[src/rtl/nii_pkg.sv]
`default_nettype none

package nii_pkg;

	localparam int PIX_W       = 8;
	localparam int CFG_IDX_W   = 3;
	localparam int CFG_DATA_W  = 24;
	localparam int SIDE_CFG_W  = 13;
	localparam int SHIFT_CFG_W = 2;
	localparam int MEAN_W      = 16;
	localparam int INV_W       = 24;
	localparam int AVG_W       = 16;
	localparam int DIFF_W      = AVG_W + 1;
	localparam int PROD_W      = DIFF_W + INV_W + 1;
	localparam int ROUND_SH    = 16;
	localparam int NORM_W      = 16;
	localparam int SUM_W       = 40;
	localparam int POS_W       = 10;

	localparam logic signed [PROD_W-1:0] ROUND_BIAS = PROD_W'(32768);
	localparam logic [NORM_W-1:0]        NORM_MAX   = 16'h7FFF;
	localparam logic [NORM_W-1:0]        NORM_MIN   = 16'h8000;

	localparam logic [SIDE_CFG_W-1:0]  RST_IN_WIDTH    = 13'd640;
	localparam logic [SIDE_CFG_W-1:0]  RST_IN_HEIGHT   = 13'd480;
	localparam logic [SHIFT_CFG_W-1:0] RST_SCALE_SHIFT = 2'd0;
	localparam logic [MEAN_W-1:0]      RST_MEAN        = 16'd0;
	localparam logic [INV_W-1:0]       RST_INV_STD     = 24'd65536;

	typedef enum logic [CFG_IDX_W-1:0] {
		REG_IN_WIDTH    = 3'd0,
		REG_IN_HEIGHT   = 3'd1,
		REG_SCALE_SHIFT = 3'd2,
		REG_MEAN        = 3'd3,
		REG_INV_STD     = 3'd4
	} cfg_reg_t;

	typedef struct packed {
		logic vld;
		logic inblk;
		logic first;
		logic last;
		logic lof;
	} blk_ctl_t;

endpackage

`default_nettype wire

[src/rtl/nii_normalize.sv]
`default_nettype none

module nii_normalize #(
	parameter int MAX_OUT_SIDE = 1024,
	parameter int MAX_SCALE_SHIFT = 3,
	localparam int OW = $clog2(MAX_OUT_SIDE),
	localparam int AW = nii_pkg::PIX_W + 2 * MAX_SCALE_SHIFT,
	localparam int KW = $clog2(MAX_SCALE_SHIFT + 2)
) (
	input  logic                              clk,
	input  logic                              arst_n,
	input  logic                              en,
	input  logic [KW-1:0]                     k,
	input  logic [nii_pkg::MEAN_W-1:0]        mean_q8,
	input  logic [nii_pkg::INV_W-1:0]         inv_std_q16,
	input  logic [AW-1:0]                     acc_s3,
	input  logic [OW-1:0]                     bc_s3,
	input  logic [OW-1:0]                     br_s3,
	input  nii_pkg::blk_ctl_t                 ctl_s3,
	output logic signed [nii_pkg::NORM_W-1:0] v_s5,
	output logic [OW-1:0]                     bc_s5,
	output logic [OW-1:0]                     br_s5,
	output nii_pkg::blk_ctl_t                 ctl_s5
);
	import nii_pkg::*;

	localparam int EW = AW + PIX_W;
	localparam int QW = PROD_W - ROUND_SH;

	logic [EW-1:0]              avg_full;
	logic [AVG_W-1:0]           avg;
	logic signed [DIFF_W-1:0]   diff;
	logic signed [INV_W:0]      inv_s;
	logic signed [PROD_W-1:0]   prod_c, prod_s4, rnd;
	logic signed [QW-1:0]       q;
	logic                       pos_ovf, neg_ovf;
	logic [NORM_W-1:0]          sat;
	logic [OW-1:0]              bc_s4, br_s4;
	blk_ctl_t                   ctl_s4;

	// average in Q8.8: sum * 256 / 4^k
	always_comb begin
		avg_full = (EW'(acc_s3) << PIX_W) >> {k, 1'b0};
		avg      = AVG_W'(avg_full);
		diff     = $signed({1'b0, avg}) - $signed({1'b0, mean_q8});
		inv_s    = $signed({1'b0, inv_std_q16});
		prod_c   = diff * inv_s;
	end

	// round to nearest, ties up, then clamp to Q7.8
	always_comb begin
		rnd     = prod_s4 + ROUND_BIAS;
		q       = rnd[PROD_W-1:ROUND_SH];
		pos_ovf = !q[QW-1] && (|q[QW-2:NORM_W-1]);
		neg_ovf = q[QW-1] && !(&q[QW-2:NORM_W-1]);
		if (pos_ovf) begin
			sat = NORM_MAX;
		end else if (neg_ovf) begin
			sat = NORM_MIN;
		end else begin
			sat = q[NORM_W-1:0];
		end
	end

	always_ff @(posedge clk or negedge arst_n) begin
		if (!arst_n) begin
			ctl_s4 <= '0;
			ctl_s5 <= '0;
		end else if (en) begin
			ctl_s4 <= ctl_s3;
			ctl_s5 <= ctl_s4;
		end
	end

	always_ff @(posedge clk) begin
		if (en) begin
			prod_s4 <= prod_c;
			bc_s4   <= bc_s3;
			br_s4   <= br_s3;
			v_s5    <= $signed(sat);
			bc_s5   <= bc_s4;
			br_s5   <= br_s4;
		end
	end

endmodule

`default_nettype wire

[config.mk]
export PLATFORM = sky130hd
export DESIGN_NAME = nii_normalize
export DESIGN_NICKNAME = d
export VERILOG_FILES = /design/src/rtl/nii_pkg.sv /design/src/rtl/nii_normalize.sv
export SDC_FILE = /design/constraint.sdc
export NUM_CORES = 1
export LEC_CHECK = 0
export ABC_CLOCK_PERIOD_IN_PS = 3200
export BUFFER_PORTS_ARGS = -buffer_cell sky130_fd_sc_hd__buf_2
export CORE_MARGIN = 2
export CORE_UTILIZATION = 64
export DETAILED_ROUTE_END_ITERATION = 6
export PLACE_DENSITY = 0.84
export SETUP_SLACK_MARGIN = 0.02
export SYNTH_ARGS = -nofsm -noshare
export SYNTH_HDL_FRONTEND = slang
export SYNTH_SLANG_ARGS = --single-unit
[constraint.sdc]
create_clock -name clk -period 3.2 [get_ports clk]
set_input_delay 0.48 -clock clk [delete_from_list [all_inputs] [get_ports clk]]
set_output_delay 0.48 -clock clk [all_outputs]
set_load 0.01 [all_outputs]
# --- Word-level counts from Yosys, hierarchy flattened ---
# Cells that the tools add are included.
# Widths: inputs -> output; s select.
op_classes:
  order_cmp: 0
  n_bitwise: 0
  mux: 1
  multipliers: 1
  eq_ne: 0
  n_shift: 1
  div_mod_pow: 0
  add_sub_neg: 2
  reduce_logical: 6
op_table:
  columns: ["op", "count"]
  rows:
  - ["$add 42x17->42 const B", 1]
  - ["$mul 17x25->42", 1]
  - ["$shr 22x4->16", 1]
  - ["$sub 16x16->17", 1]
  - ["$mux 16", 1]
  - ["$reduce_and 10->1", 1]
  - ["$reduce_or 10->1", 1]
  - ["$logic_and 1x1->1", 2]
  - ["$logic_not 1->1", 2]
word_totals:
  inputBits: 85
  ff_bits: 108
  rom_bits: 0
  mem_bits_rw: 0
  memories: 0
  output_inout_bits: 41
  wordCells: 27
  latchBits: 0

# --- Logic depth before layout (Yosys ltp) ---
logic_depth:
  word_depth: 5
  mapped_depth: 38
  ltp_nobuf: 35

# --- Least setup slack after synthesis ---
# No wires, ideal clock.
synth_timing:
  kind: "input to register"
  startpoint: "input port k[0]"
  endpoint: "register prod_s4[38] (data pin)"
  slack_ps: -5836
  arrival_ps: 8776
  setup_ps: 260
  n_path_buf: 3
  stages: 36
  cell_sequence: "clkbuf_1 clkbuf_1 mux2i_1 nand2_1 o21ai_0 mux2i_1 ha_1 a21oi_1 a21o_1 a21oi_1 o21a_1 o41ai_2 o21bai_1 a21oi_1 xnor2_1 clkbuf_1 nand2_1 fa_1 inv_1 fa_1 fa_1 fa_1 fa_1 inv_1 fa_1 inv_1 ha_1 a21oi_2 nor2_1 o31a_1 o31a_1 a32o_1 nor3_4 nor2_2 a211oi_2 xnor2_1"
synth_between:
  elab_chain_cells: 3
synth_rtl:
  columns: ["element", "line", "source"]
  rows:
  - ["from (decl)", "nii_normalize.sv:13", "input logic [KW-1:0] k,"]
  - ["$shr 22x4->16", "nii_normalize.sv:43", "avg_full = (EW'(acc_s3) << PIX_W) >> {k, 1'b0};"]
  - ["$sub 16x16->17", "nii_normalize.sv:45", "diff = $signed({1'b0, avg}) - $signed({1'b0, mean_q8});"]
  - ["$mul 17x25->42", "nii_normalize.sv:47", "prod_c = diff * inv_s;"]
  - ["named net prod_c[38]", "nii_normalize.sv:34", "logic signed [PROD_W-1:0] prod_c, prod_s4, rnd;"]
  - ["to (signal assigned)", "nii_normalize.sv:77", "prod_s4 <= prod_c;"]
  - ["to (decl)", "nii_normalize.sv:34", null]
# The timed path passes the listed nets, and every way through them passes these cells.
# A chain may end at the register's enable or synchronous reset.

# --- Final worst setup path ---
layout_timing:
  startpoint: "input port k[0]"
  endpoint: "register prod_s4[34] (data pin)"
# Same word-level chain as after synthesis.

==> qor.yml <==
status: "finished, violations left"
failed_checks: "negative setup slack"
hp-start: "br_s3[4]"
clockRootBuffer: "clkbuf_16"
final_antenna_net_count: 0
nets: 2783
fmax_ghz: 0.115
synthSimpleGateAreaFrac: 0.155
syn_nets: 2450
rr_endpoint: "v_s5[7]$_SDFFCE_PP1P_"
slowest_stage: "fa_1"
multiInputGateArea_mm2: 0.0138
hp-class: "primary input to flip-flop"
netlist.area_leader.share: 0.371
ff2ff_path_depth: 9
clk_latency_ns: 0.34
clock_sinks: 93
dr.pass1.iters: 6
synthArstFlopShare: 0.108
final-setup-viol-count: 27
cts_tree: "yes"
critical_path_arrival_ns: 8.77
n_antenna_cell: 0
ios: 126
synth_edf_count: 83
synth_top_family_by_area: "adder cells"
final.fill_count: 1449
fin_util: 0.811
synthCells: 1878
synth_area_leaders: "fa_1 37%, edfxtp_1 14%, ha_1 11%"
setup_slack_ns: -5.49
die_h_um: 171
grt_busiest_layer: "met2"
numCtsBuffers: 9
post_layout_nonfiller_instances: 2588
grt_pass1_vias: 16800
cap_violations: 0
dpl.hpwl_um: 38000
synth_commonest_cells: "433 x inv_1, 329 x fa_1, 273 x nand2_1, 158 x ha_1, 107 x and2_1"
use_met1: 0.389
dr_total_vias: 15200
crit_path_frequent_cell: "fa_1"
wl_per_cell_um: 21.0
regToRegStartpoint: "prod_s4[16]$_DFFE_PP_"
coreArea_mm2: 0.0271
yosysUniqueCellTypes: 64
path_class: "primary input to flip-flop"
ys_warn_count: 0
hold_violations: 0
crit_path_end_kind: "flip-flop"
cp-start-kind: "primary input"
yosysMostFrequentCell: "inv_1"
synthXorXnorAreaFrac: 0.0295
postSynthAreaPerCell_um2: 9.45
synth_seq_area_share: 0.155
min_to: "br_s4[4]$_DFFE_PP_"
yosys.area.top_type: "fa_1"
vias_per_cell: 5.87
port_buffers: 125
clock_path_buffers: 2
tightest_slew_ns: 0.675
grt_pass1_wl_um: 82200
rsz0062_at_grt: "true"
grt_max_degree: 55
r2r_setup_slack_ns: 0.22
holdPathStages: 1
muxShareOfSynthArea: 0.0183
syn_area_mm2: 0.0177
ys_seq_elements: 93
final_area_mm2: 0.0220
final-seq-area_mm2: 0.00274
drc: 0
period_minus_slack_ns: 8.69
dp_cells: 2539
wl_um: 54200
rows: 60
grtUsageMet2: 0.662
cts.htree.levels: 3
critPathMaxStageDelay_ns: 0.55
crit_required_ns: 3.27
initial_core_util: 0.655
drv_slew: 0
drive_gt1_frac: 0.255
grt_overflow: 0
critPathMaxFanout: 7
post-route-period-util: 2.72
grtUsageMet3: 0.0738
synthFlopType: "edfxtp_1"
antenna_found_initial: 0
dieArea_mm2: 0.0291
placedInstanceArea_mm2: 0.0207
path_clk_slew_ns: 0.07
grtUsageTotal: 0.368
drt_first_iter_violations: 1396
synth_compound_area_frac: 0.0536
place_congestion: 0.968
skew_ns: 0.00859
synth_fa_ha_area_frac: 0.482
die_w_um: 171
maxSlewHeadroom: 0.550
syn_to_final_growth_pct: 23.8
[state kept, by name (all words and copies together), names as in the netlist]
register  flops
ctl_s5        5
br_s5        10
v_s5         16
bc_s4        10
br_s4        10
prod_s4      27
ctl_s4        5
bc_s5        10
[final cells by class]
type,count,area share
clock inverters,7,0.00444
flip-flops and latches,93,0.125
multi-input cells,1283,0.626
well taps,372,0.0212
repair buffers,391,0.139
clock buffers,9,0.0102
inverters,433,0.0741
[worst max path at each step]
stage               startpoint                    end  slack [ns]  cells after the start
global placement          k[0]  prod_s4[38]$_DFFE_PP_       -5.36                     35
floorplan                 k[0]  prod_s4[38]$_DFFE_PP_       -5.03                     36
CTS                       k[0]  prod_s4[37]$_DFFE_PP_       -4.98                     35
detailed placement        k[0]  prod_s4[38]$_DFFE_PP_       -5.61                     36
global route              k[0]  prod_s4[41]$_DFFE_PP_       -5.76                     34
finish                    k[0]  prod_s4[34]$_DFFE_PP_       -5.49                     35
[critical path: cells and delay by family]
family                     cells  cell delay, ns
AOI/OAI and AO/OA             14            2.96
adders and majority gates      9            3.72
muxes                          1            0.30
and+or+nand+nor                3            0.26
buffers and inverters          6            0.60
xor gates and xnor gates       2            0.42
[per-layer routing]
metal	wire, µm	share of wire
met1	17200	0.32
met2	27400	0.50
met3	4790	0.088
met4	4900	0.090
met5	0	0
[cells in the final DEF (no fill, tap or decap), types with 5 or more instances in the layout]
| cell type | count |
|---|---|
| inv_1 | 416 |
| fa_1 | 317 |
| nand2_1 | 265 |
| buf_4 | 230 |
| ha_1 | 142 |
| buf_2 | 122 |
| and2_1 | 104 |
| edfxtp_1 | 83 |
| nor2b_1 | 51 |
| nor2_1 | 49 |
| xnor2_1 | 25 |
| a21oi_1 | 24 |
| nand3_1 | 22 |
| xor2_1 | 21 |
| buf_12 | 21 |
| a21o_1 | 17 |
| o21ai_0 | 16 |
| inv_2 | 16 |
| a21oi_2 | 15 |
| o21ai_1 | 15 |
| mux2_2 | 14 |
| ha_4 | 14 |
| fa_2 | 12 |
| or2_2 | 11 |
| buf_6 | 11 |
| xnor2_2 | 10 |
| dfrtp_1 | 10 |
| o21a_1 | 9 |
| clkbuf_16 | 9 |
| mux2i_1 | 7 |
| and3_1 | 7 |
| mux2_4 | 5 |
| nand2_4 | 5 |
| nand4_1 | 5 |
| nor2_2 | 5 |
[through the flow]
stage	setup slack (ns)	TNS, ns	hold WS [ns]
6_report	-5.49	-140.86	0.308
5_1_grt	-5.76	-147.32	0.302
4_1_cts	-4.98	-127.60	0.310
3_5_place_dp	-5.61	-144.48	0.348
3_3_place_gp	-5.36	-138.28	0.338
2_1_floorplan	-5.03	-126.83	0.184
[timing repair]
action                                  4_1_cts  5_1_grt
cloned                                        3        0
endpoints found under the setup margin       27       42
setup buffers                                24        6
hold buffers                                  1        0
pin swaps                                    54       35
resized for setup                           105       37
endpoints found under the hold margin        10        0
[kinds of logic after synthesis]
family	count (synthesis)
xor+xnor	59
mux	30
fa+ha+maj	487
buf+inv	502
compound gates	145
simple gates	562
flops	93
Power is left out: the tool's default activity adds up to more than one toggle a clock period on the data nets, which glitch-free logic cannot reach.
